<file path="config.mk">
export PLATFORM = sky130hd
export DESIGN_NAME = cascaded_moving_average_filter_top
export DESIGN_NICKNAME = d
export VERILOG_FILES = /design/src/hdl/cmaf_pkg.sv /design/src/hdl/cmaf_ram.sv /design/src/hdl/cmaf_datapath.sv /design/src/hdl/cmaf_controller.sv /design/src/hdl/cascaded_moving_average_filter_top.sv
export SDC_FILE = /design/constraint.sdc
export NUM_CORES = 2
export LEC_CHECK = 0
export BUFFER_PORTS_ARGS = -buffer_cell sky130_fd_sc_hd__buf_4
export CORE_ASPECT_RATIO = 1.2
export CORE_MARGIN = 4
export CORE_UTILIZATION = 30
export CTS_CLUSTER_SIZE = 10
export DETAILED_ROUTE_END_ITERATION = 12
export SLEW_MARGIN = 20
export SYNTH_ARGS = -nofsm -noshare
export SYNTH_HDL_FRONTEND = slang
export SYNTH_SLANG_ARGS = --single-unit
</file>
<file path="constraint.sdc">
create_clock -name clk -period 4.4 [get_ports clk]
set_input_delay 0 -clock clk [delete_from_list [all_inputs] [get_ports clk]]
set_output_delay 0 -clock clk [all_outputs]
set_load 0.01 [all_outputs]
</file>
<file path="src/hdl/cmaf_pkg.sv">
// shared types and constants for the cascaded moving average filter
// no dependencies; imported by the datapath, controller and top level
`default_nettype none

package cmaf_pkg;

    localparam int FIELD_BITS     = 24;
    localparam int MODE_BITS      = 2;
    localparam int CFG_INDEX_BITS = 2;
    localparam int CFG_DATA_BITS  = 6;

    localparam logic [CFG_INDEX_BITS-1:0] REG_WINDOW = 2'd0;
    localparam logic [CFG_INDEX_BITS-1:0] REG_MODE   = 2'd1;

    localparam logic [MODE_BITS-1:0] MODE_SINGLE  = 2'd0;
    localparam logic [MODE_BITS-1:0] MODE_CASCADE = 2'd1;

    typedef enum logic [5:0] {
        ST_IDLE   = 6'b000001,
        ST_WALK1  = 6'b000010,
        ST_DIV1   = 6'b000100,
        ST_WALK2  = 6'b001000,
        ST_DIV2   = 6'b010000,
        ST_FINISH = 6'b100000
    } state_t;

    typedef enum logic [1:0] {
        DIV_S1  = 2'd0,
        DIV_S2  = 2'd1,
        DIV_MIX = 2'd2
    } div_sel_t;

    typedef struct packed {
        logic     walk1_start;
        logic     walk2_start;
        logic     div_start;
        div_sel_t div_sel;
        logic     load_out;
    } ctrl_cmd_t;

    typedef struct packed {
        logic walk_done;
        logic div_done;
        logic out_full;
        logic mode_mix;
        logic mode_single;
    } ctrl_stat_t;

endpackage

`default_nettype wire

</file>
<file path="src/hdl/cmaf_ram.sv">
// generic simple dual-port ram, one write and one registered read per cycle
// no dependencies
`default_nettype none

module cmaf_ram #(
    parameter int WIDTH = 24,
    parameter int DEPTH = 32
) (
    input  wire logic                     clk,
    input  wire logic                     we,
    input  wire logic [$clog2(DEPTH)-1:0] waddr,
    input  wire logic [WIDTH-1:0]         wdata,
    input  wire logic [$clog2(DEPTH)-1:0] raddr,
    output logic      [WIDTH-1:0]         rdata
);

    logic [WIDTH-1:0] mem [DEPTH];

    always_ff @(posedge clk)
    begin
        if (we)
        begin
            mem[waddr] <= wdata;
        end
        rdata <= mem[raddr];
    end

endmodule

`default_nettype wire

</file>
<file path="src/hdl/cmaf_datapath.sv">
// datapath: config registers, two delay-line rams with walker, serial divider, output register
// depends on cmaf_pkg and cmaf_ram
`default_nettype none

module cmaf_datapath import cmaf_pkg::*; #(
    parameter int MAX_WINDOW  = 32,
    parameter int SAMPLE_BITS = 24
) (
    input  wire logic                      clk,
    input  wire logic                      rst_n,
    input  wire ctrl_cmd_t                 cmd,
    output ctrl_stat_t                     stat,
    input  wire logic [FIELD_BITS-1:0]     sample,
    input  wire logic                      cfg_valid,
    input  wire logic [CFG_INDEX_BITS-1:0] cfg_index,
    input  wire logic [CFG_DATA_BITS-1:0]  cfg_data,
    input  wire logic                      out_ready,
    output logic                           out_valid,
    output logic      [FIELD_BITS-1:0]     filtered
);

    localparam int AW = $clog2(MAX_WINDOW);
    localparam int NW = $clog2(MAX_WINDOW + 1);
    localparam int SB = SAMPLE_BITS;
    localparam int SW = SB + AW;
    localparam int DW = SW + 1;
    localparam int DV = NW + 1;
    localparam int CW = $clog2(DW + 1);
    localparam int WIN_RESET = (16 > MAX_WINDOW) ? MAX_WINDOW : 16;

    logic [NW-1:0]         win_reg, win_next;
    logic [MODE_BITS-1:0]  mode_reg, mode_next;
    logic                  stage_reg, stage_next;
    logic                  issue_reg, issue_next;
    logic [AW-1:0]         rd_cnt_reg, rd_cnt_next;
    logic                  rd_pend_reg, rd_pend_next;
    logic [AW-1:0]         rd_k_reg, rd_k_next;
    logic                  rvld_reg, rvld_next;
    logic                  fin_reg, fin_next;
    logic                  walk_done_reg, walk_done_next;
    logic [SB-1:0]         x_reg, x_next;
    logic [SW-1:0]         acc_reg, acc_next;
    logic [SW-1:0]         s1_reg, s1_next;
    logic [SW-1:0]         s2_reg, s2_next;
    logic [MAX_WINDOW-1:0] vld1_reg, vld1_next;
    logic [MAX_WINDOW-1:0] vld2_reg, vld2_next;
    logic                  div_busy_reg, div_busy_next;
    logic [CW-1:0]         div_cnt_reg, div_cnt_next;
    logic                  div_done_reg, div_done_next;
    logic [DW-1:0]         quo_reg, quo_next;
    logic [DV-1:0]         rem_reg, rem_next;
    logic [DV-1:0]         dvs_reg, dvs_next;
    logic                  out_valid_reg, out_valid_next;
    logic [SB-1:0]         out_reg, out_next;

    logic [AW-1:0]         nm1;
    logic [SB-1:0]         rd1, rd2, rd_word;
    logic                  wr_en;
    logic [AW-1:0]         wr_addr;
    logic [SB-1:0]         wr_data;
    logic [DV:0]           trial;
    logic                  ge;
    logic [SB-1:0]         sample_x;

    cmaf_ram #(.WIDTH(SB), .DEPTH(MAX_WINDOW)) u_input_line (
        .clk   (clk),
        .we    (wr_en & ~stage_reg),
        .waddr (wr_addr),
        .wdata (wr_data),
        .raddr (rd_cnt_reg),
        .rdata (rd1)
    );

    cmaf_ram #(.WIDTH(SB), .DEPTH(MAX_WINDOW)) u_average_line (
        .clk   (clk),
        .we    (wr_en & stage_reg),
        .waddr (wr_addr),
        .wdata (wr_data),
        .raddr (rd_cnt_reg),
        .rdata (rd2)
    );

    always_comb
    begin
        nm1      = AW'(win_reg - NW'(1));
        sample_x = SB'(sample);
        rd_word  = rvld_reg ? (stage_reg ? rd2 : rd1) : '0;

        // delay line write port: shift down, then place the new word at the top
        wr_en   = rd_pend_reg && (rd_k_reg != '0);
        wr_addr = rd_k_reg - AW'(1);
        wr_data = (rd_k_reg == nm1) ? x_reg : rd_word;
        if (fin_reg)
        begin
            wr_en   = 1'b1;
            wr_addr = nm1;
            wr_data = x_reg;
        end

        win_next       = win_reg;
        mode_next      = mode_reg;
        stage_next     = stage_reg;
        issue_next     = issue_reg;
        rd_cnt_next    = rd_cnt_reg;
        rd_pend_next   = issue_reg;
        rd_k_next      = rd_cnt_reg;
        rvld_next      = stage_reg ? vld2_reg[rd_cnt_reg] : vld1_reg[rd_cnt_reg];
        fin_next       = rd_pend_reg && (rd_k_reg == nm1);
        walk_done_next = fin_reg;
        x_next         = x_reg;
        acc_next       = acc_reg;
        s1_next        = s1_reg;
        s2_next        = s2_reg;
        vld1_next      = vld1_reg;
        vld2_next      = vld2_reg;
        div_busy_next  = div_busy_reg;
        div_cnt_next   = div_cnt_reg;
        div_done_next  = 1'b0;
        quo_next       = quo_reg;
        rem_next       = rem_reg;
        dvs_next       = dvs_reg;
        out_valid_next = out_valid_reg;
        out_next       = out_reg;

        // config writes
        if (cfg_valid)
        begin
            if (cfg_index == REG_WINDOW)
            begin
                if (cfg_data == '0)
                begin
                    win_next = NW'(1);
                end
                else if (int'(cfg_data) > MAX_WINDOW)
                begin
                    win_next = NW'(MAX_WINDOW);
                end
                else
                begin
                    win_next = NW'(cfg_data);
                end
            end
            else if (cfg_index == REG_MODE)
            begin
                mode_next = cfg_data[MODE_BITS-1:0];
            end
        end

        // read sequencer
        if (issue_reg)
        begin
            if (rd_cnt_reg == nm1)
            begin
                issue_next = 1'b0;
            end
            else
            begin
                rd_cnt_next = rd_cnt_reg + AW'(1);
            end
        end

        if (rd_pend_reg && (rd_k_reg != nm1))
        begin
            acc_next = acc_reg + SW'(rd_word);
        end

        if (wr_en)
        begin
            if (stage_reg)
            begin
                vld2_next[wr_addr] = 1'b1;
            end
            else
            begin
                vld1_next[wr_addr] = 1'b1;
            end
        end

        if (fin_reg)
        begin
            if (stage_reg)
            begin
                s2_next = acc_reg;
            end
            else
            begin
                s1_next = acc_reg;
            end
        end

        if (cmd.walk1_start)
        begin
            stage_next  = 1'b0;
            x_next      = sample_x;
            acc_next    = SW'(sample_x);
            issue_next  = 1'b1;
            rd_cnt_next = '0;
        end
        else if (cmd.walk2_start)
        begin
            stage_next  = 1'b1;
            x_next      = quo_reg[SB-1:0];
            acc_next    = SW'(quo_reg[SB-1:0]);
            issue_next  = 1'b1;
            rd_cnt_next = '0;
        end

        // restoring divider, one quotient bit per cycle
        trial = {rem_reg, quo_reg[DW-1]};
        ge    = trial >= {1'b0, dvs_reg};
        if (cmd.div_start)
        begin
            div_busy_next = 1'b1;
            div_cnt_next  = CW'(DW);
            rem_next      = '0;
            case (cmd.div_sel)
                DIV_S1:
                begin
                    quo_next = DW'(s1_reg);
                    dvs_next = {1'b0, win_reg};
                end
                DIV_S2:
                begin
                    quo_next = DW'(s2_reg);
                    dvs_next = {1'b0, win_reg};
                end
                DIV_MIX:
                begin
                    quo_next = DW'(s1_reg) + DW'(s2_reg);
                    dvs_next = {win_reg, 1'b0};
                end
                default:
                begin
                    quo_next = DW'(s1_reg);
                    dvs_next = {1'b0, win_reg};
                end
            endcase
        end
        else if (div_busy_reg)
        begin
            rem_next     = ge ? DV'(trial - {1'b0, dvs_reg}) : DV'(trial);
            quo_next     = {quo_reg[DW-2:0], ge};
            div_cnt_next = div_cnt_reg - CW'(1);
            if (div_cnt_reg == CW'(1))
            begin
                div_busy_next = 1'b0;
                div_done_next = 1'b1;
            end
        end

        // output register
        if (cmd.load_out)
        begin
            out_valid_next = 1'b1;
            out_next       = (mode_reg == MODE_SINGLE) ? x_reg : quo_reg[SB-1:0];
        end
        else if (out_valid_reg && out_ready)
        begin
            out_valid_next = 1'b0;
        end
    end

    always_ff @(posedge clk or negedge rst_n)
    begin
        if (!rst_n)
        begin
            win_reg       <= NW'(WIN_RESET);
            mode_reg      <= MODE_CASCADE;
            stage_reg     <= 1'b0;
            issue_reg     <= 1'b0;
            rd_pend_reg   <= 1'b0;
            fin_reg       <= 1'b0;
            walk_done_reg <= 1'b0;
            vld1_reg      <= '0;
            vld2_reg      <= '0;
            div_busy_reg  <= 1'b0;
            div_done_reg  <= 1'b0;
            out_valid_reg <= 1'b0;
        end
        else
        begin
            win_reg       <= win_next;
            mode_reg      <= mode_next;
            stage_reg     <= stage_next;
            issue_reg     <= issue_next;
            rd_pend_reg   <= rd_pend_next;
            fin_reg       <= fin_next;
            walk_done_reg <= walk_done_next;
            vld1_reg      <= vld1_next;
            vld2_reg      <= vld2_next;
            div_busy_reg  <= div_busy_next;
            div_done_reg  <= div_done_next;
            out_valid_reg <= out_valid_next;
        end
    end

    always_ff @(posedge clk)
    begin
        rd_cnt_reg  <= rd_cnt_next;
        rd_k_reg    <= rd_k_next;
        rvld_reg    <= rvld_next;
        x_reg       <= x_next;
        acc_reg     <= acc_next;
        s1_reg      <= s1_next;
        s2_reg      <= s2_next;
        div_cnt_reg <= div_cnt_next;
        quo_reg     <= quo_next;
        rem_reg     <= rem_next;
        dvs_reg     <= dvs_next;
        out_reg     <= out_next;
    end

    assign stat.walk_done   = walk_done_reg;
    assign stat.div_done    = div_done_reg;
    assign stat.out_full    = out_valid_reg;
    assign stat.mode_mix    = mode_reg[1];
    assign stat.mode_single = (mode_reg == MODE_SINGLE);

    assign out_valid = out_valid_reg;
    assign filtered  = FIELD_BITS'(out_reg);

endmodule

`default_nettype wire

</file>
<file path="src/hdl/cmaf_controller.sv">
// controller state machine sequencing the two stage walks and one or two divides per transfer
// depends on cmaf_pkg
`default_nettype none

module cmaf_controller import cmaf_pkg::*; (
    input  wire logic       clk,
    input  wire logic       rst_n,
    input  wire logic       in_valid,
    input  wire logic       out_ready,
    input  wire ctrl_stat_t stat,
    output logic            in_ready,
    output ctrl_cmd_t       cmd
);

    state_t state_reg, state_next;

    always_comb
    begin
        state_next = state_reg;
        cmd        = '0;
        cmd.div_sel = DIV_S1;
        case (state_reg)
            ST_IDLE:
            begin
                if (in_valid)
                begin
                    cmd.walk1_start = 1'b1;
                    state_next      = ST_WALK1;
                end
            end
            ST_WALK1:
            begin
                if (stat.walk_done)
                begin
                    cmd.div_start = 1'b1;
                    cmd.div_sel   = DIV_S1;
                    state_next    = ST_DIV1;
                end
            end
            ST_DIV1:
            begin
                if (stat.div_done)
                begin
                    cmd.walk2_start = 1'b1;
                    state_next      = ST_WALK2;
                end
            end
            ST_WALK2:
            begin
                if (stat.walk_done)
                begin
                    if (stat.mode_mix)
                    begin
                        cmd.div_start = 1'b1;
                        cmd.div_sel   = DIV_MIX;
                        state_next    = ST_DIV2;
                    end
                    else if (stat.mode_single)
                    begin
                        state_next = ST_FINISH;
                    end
                    else
                    begin
                        cmd.div_start = 1'b1;
                        cmd.div_sel   = DIV_S2;
                        state_next    = ST_DIV2;
                    end
                end
            end
            ST_DIV2:
            begin
                if (stat.div_done)
                begin
                    state_next = ST_FINISH;
                end
            end
            ST_FINISH:
            begin
                if (!stat.out_full || out_ready)
                begin
                    cmd.load_out = 1'b1;
                    state_next   = ST_IDLE;
                end
            end
            default:
            begin
                state_next = ST_IDLE;
            end
        endcase
    end

    always_ff @(posedge clk or negedge rst_n)
    begin
        if (!rst_n)
        begin
            state_reg <= ST_IDLE;
        end
        else
        begin
            state_reg <= state_next;
        end
    end

    assign in_ready = (state_reg == ST_IDLE);

endmodule

`default_nettype wire

</file>
<file path="src/hdl/cascaded_moving_average_filter_top.sv">
// Cascaded moving average filter: two boxcar stages of N = window_length samples
// (clamped to 1..MAX_WINDOW), output mode selects stage one, stage two, or the
// combined sum of both stages divided by 2N. One sample is processed at a time;
// an item's processing time is set by walking each delay line through one ram read
// port per cycle and by the one-bit-per-cycle divider. Single-average mode skips
// the second divide. A finished result waits in an output register while the next
// sample is taken in.
// Depends on cmaf_pkg, cmaf_controller, cmaf_datapath and cmaf_ram.
`default_nettype none

module cascaded_moving_average_filter_top import cmaf_pkg::*; #(
    parameter int MAX_WINDOW  = 32,
    parameter int SAMPLE_BITS = 24
) (
    input  wire logic                      clk,
    input  wire logic                      rst_n,
    input  wire logic                      in_valid,
    output logic                           in_ready,
    input  wire logic [FIELD_BITS-1:0]     sample,
    output logic                           out_valid,
    input  wire logic                      out_ready,
    output logic      [FIELD_BITS-1:0]     filtered,
    input  wire logic                      cfg_valid,
    output logic                           cfg_ready,
    input  wire logic [CFG_INDEX_BITS-1:0] cfg_index,
    input  wire logic [CFG_DATA_BITS-1:0]  cfg_data
);

    ctrl_cmd_t  cmd;
    ctrl_stat_t stat;

    assign cfg_ready = 1'b1;

    cmaf_controller u_ctrl (
        .clk       (clk),
        .rst_n     (rst_n),
        .in_valid  (in_valid),
        .out_ready (out_ready),
        .stat      (stat),
        .in_ready  (in_ready),
        .cmd       (cmd)
    );

    cmaf_datapath #(
        .MAX_WINDOW  (MAX_WINDOW),
        .SAMPLE_BITS (SAMPLE_BITS)
    ) u_dp (
        .clk       (clk),
        .rst_n     (rst_n),
        .cmd       (cmd),
        .stat      (stat),
        .sample    (sample),
        .cfg_valid (cfg_valid),
        .cfg_index (cfg_index),
        .cfg_data  (cfg_data),
        .out_ready (out_ready),
        .out_valid (out_valid),
        .filtered  (filtered)
    );

endmodule

`default_nettype wire

</file>
==> metrics.md <==
| Metric | Value |
|---|---|
| Xor and xnor area share after synthesis | 0.7948% |
| Worst Path Max Fanout | 33 |
| Row cnt | 201 |
| Detailed Route Iter0 Violations | 3352 |
| Drc violations | 0 |
| Sequential share of the synthesized area | 72.85% |
| Power Dens Cells | 723.6 nW/um^2 |
| Die area | 258900 um^2 |
| Worst reg2reg path endpoint | u_dp.u_input_line.mem[23][6] |
| Inst Count DP | 7198 |
| Critical path arrival | 4.41 ns |
| Grt ovf | 0 |
| Req. time, crit path | 4.94 ns |
| Crit path top cell by count | buf_4 |
| Crit path cell chain | inv_1 > ha_1 > xor3_4 > nor3_1 > nand3_1 > nand2b_1 > buf_4 > mux2_2 > buf_4 |
| Clk pwr share | 24.4% |
| Min-delay src | sample[15] |
| Reg clk slew, reported paths | 0.06 ns |
| First-pass GRT wire length | 275.9 mm |
| Vias | 37980 |
| Hold path cells | 4 |
| Pin count of the biggest net entering global routing | 72 |
| Layout net count | 4229 |
| Clk_lat worst skew | 0.85 ns |
| RSZ-0062 raised after global routing | false |
| Leak | 27.94 nW |
| Final period utilization | 88.16% |
| Clk_skew | 0.09255 ns |
| Die Wd | 465.2 um |
| Ys async rst share | 4.611% |
| Sw frac | 33.15% |
| Final worst path period need | 3.879 ns |
| WL met3 | 10.65 mm |
| Met2 routed WL | 93.25 mm |
| Worst-Margin Slew | 1.107 ns |
| Biggest regs | u_dp.u_average_line.mem x768, u_dp.u_input_line.mem x768 |
| Adder-Cell Fraction of Synth Area | 1.210% |
| WP buf/inv | 3 |
| Mux cell area share after synthesis | 17.05% |
| Post-layout util | 35.09% |
| Mapped Cells | 3814 |
| DP HPWL | 115.4 mm |
| Worst reg2reg path depth | 9 |
| Setup TNS | 0 ns |
| Synth warn | 0 |
| Peak supply drop | 0.6359 mV |
| Initial antenna violation count | 8 |
| Clk buf depth | 4 |
| Routability cong. | 0.8800 |
| Max-slew violations | 0 |
| Boundary Pins | 64 |
| Largest cells by area after synthesis | edfxtp_1 68%, mux4_2 15%, dfrtp_1 2.8% |
| Combinational family with the most area after synthesis | multiplexers |
| H-Tree Depth | 4 |
| Final Setup Violations | 0 |
| Register area | 54840 um^2 |
| Post-synth EDFFs | 1703 |
| Syn Area/Cell | 19.73 um^2 |
| Placed cell areas | 81170 um^2 |
| Max_slew headroom | 26.23% |
| Final hold viol count | 0 |
| CTS tree | yes |
| Final Cell Area | 87640 um^2 |
| Clock Sinks | 1865 |
| Synth area leader | edfxtp_1 |
| Setup ws final | 0.5209 ns |
| Fin cells | 7574 |
| Share of layout cells above drive strength 1 | 28.61% |
| Worst hold path class | input pin to flip-flop |
| Core box area | 249700 um^2 |
| Slowest cell delay on critical path | 0.75 ns |
| Drt first pass iters | 7 |
| R2r setup slk | 0.52 ns |
| Internal | 42.39 mW |
| Crit. End Element | flip-flop |
| Fmax | 257.8 MHz |
| Wl on met1 | 77.43 mm |
| Max cap viols | 0 |
| Switching power | 21.02 mW |
| Post-Place Setup Slack | 0.5679 ns |
| Synth-to-Final Area Change | 16.47% |
| Comb pwr share | 33.5% |
| Hold WS | 0.05566 ns |
| Status | finished clean |
| Post-Syn Nets | 3922 |
| Synthesized flop and latch total | 1865 |
| Via density | 5.014 |
| Fill cells | 23080 |
| Number of routed nets with antenna violations | 0 |
| Num CTS Buffers | 214 |
| Initial core utilization | 30.13% |
| Most frequent cells in the layout | 1703 x edfxtp_1, 501 x mux4_2, 218 x clkbuf_16 |
| Buffers on Ports | 62 |
| Wire per inst | 24.78 um |
| Commonest register cell after synthesis | edfxtp_1 |
| Sequential power share | 42.1% |
| Post-Synth Simple-Gate Area | 3.638% |
| Share of the synthesized area in the top cell type | 67.96% |
| CP delay by family, top | buffers and inverters |
| Die Span Y | 556.6 um |
| Crit Path Class | flip-flop to flip-flop |
| Cell at the root of the clock tree | clkbuf_16 |
| Design Power | 63.42 mW |
| Vias in the first global route | 39100 |
| Worst setup startpoint | u_dp.win_reg[0] |
| Post-synth design cell area | 75250 um^2 |
| Synth Area in Compound Gates | 3.149% |
| Reg2reg start | u_dp.win_reg[0] |
| GR Util All Layers | 14.27% |
| Uppermost routed layer | met4 |
| Hold endpoint | u_dp.x_reg[15] |
| Commonest non-fill, non-tap cell in the layout | edfxtp_1 |
| Crit path max-delay cell type | mux2_2 |
| WL final | 187.7 mm |
| Synth cell types | 84 |
| Area occupied by multi-input gates | 19950 um^2 |
| Worst Setup Start Kind | flip-flop |
## per-layer routing
metal	GRT usage, %	vias to the layer above
met5	0	-
met4	4.806	0
met3	1.987	325
met2	24.23	1218
met1	18.84	20270
li1	-	16170
## how the worst max path moves through the flow
stage                                                 to  cells after the start  slack [ns]
final                       u_dp.u_input_line.mem[23][6]                      9        0.52
after global routing                    u_dp.acc_reg[20]                     10        0.34
after CTS                               u_dp.quo_reg[26]                     13        0.54
after detailed placement  u_dp.u_average_line.mem[0][20]                      9        0.57
after global placement                  u_dp.quo_reg[26]                     13        0.56
after floorplan                         u_dp.acc_reg[27]                     13        0.94
## power by group through the flow
| stage | clock network (mW) | logic [mW] | registers [mW] |
|---|---|---|---|
| 3_5_place_dp | 0 | 21.4 | 27.0 |
| 6_report | 15.5 | 21.3 | 26.7 |
| 5_1_grt | 16.6 | 22.7 | 26.9 |
| 3_3_place_gp | 0 | 21.1 | 27.0 |
| 2_1_floorplan | 0 | 13.3 | 26.1 |
| 4_1_cts | 15.8 | 21.5 | 26.7 |
## cells in the mapped netlist (7+ instances only)
| library cell | n |
|---|---|
| dfrtp_1 | 83 |
| and3_1 | 11 |
| buf_2 | 57 |
| nor2_1 | 151 |
| buf_1 | 21 |
| a211oi_1 | 15 |
| a21oi_1 | 89 |
| mux2_2 | 107 |
| ha_1 | 68 |
| a221oi_1 | 13 |
| inv_1 | 34 |
| nand3_1 | 32 |
| or3_1 | 12 |
| or2_2 | 46 |
| nand2_1 | 180 |
| o21ai_0 | 88 |
| xor2_1 | 24 |
| xnor2_1 | 36 |
| nor2b_1 | 39 |
| mux4_2 | 501 |
| nand4_1 | 15 |
| o211ai_1 | 17 |
| nor3_1 | 17 |
| edfxtp_1 | 1703 |
| o221ai_1 | 7 |
| a31oi_1 | 11 |
| a221o_1 | 9 |
| and2_1 | 8 |
| dfxtp_1 | 76 |
| o21a_1 | 10 |
| o22ai_1 | 9 |
| nand2b_1 | 18 |
| o21bai_1 | 21 |
| a21o_1 | 18 |
| o31ai_1 | 21 |
| mux2i_1 | 34 |
| clkbuf_1 | 114 |
## worst reg2reg max path, delay by kind of cell (launching register included)
kind	cells	cell delay, ns
mux	1	0.76
simple gates	3	0.61
flops	1	0.49
fa+ha+maj	1	0.27
buf+inv	3	1.00
xor+xnor	1	0.45
## what timing repair did
action,in CTS,in global routing
hold endpoints to repair,127,0
resized for setup,0,0
hold buffers,56,0
setup buffers,0,0
## logic make-up (layout without fill, tap and decap cells)
| logic type | count (synthesis) | count (layout) |
|---|---|---|
| DFF | 1865 | 1865 |
| AOI/OAI and AO/OA | 366 | 366 |
| xor gates and xnor gates | 63 | 63 |
| buffers and inverters | 235 | 644 |
| muxes | 642 | 642 |
| adders and majority gates | 71 | 71 |
| other | 1 | 3 |
| and+or+nand+nor | 571 | 571 |
## area by class of cell
class                   instances  area share [%]
clock inverters                 8         0.07995
flip-flops and latches       1865           62.57
clock buffers                 310           6.630
inverters                      37          0.1585
multi-input cells            1714           22.76
repair buffers                289           3.012
diodes                          2        0.005711
well taps                    3349           4.781
Power figures use the tool's default switching activity.
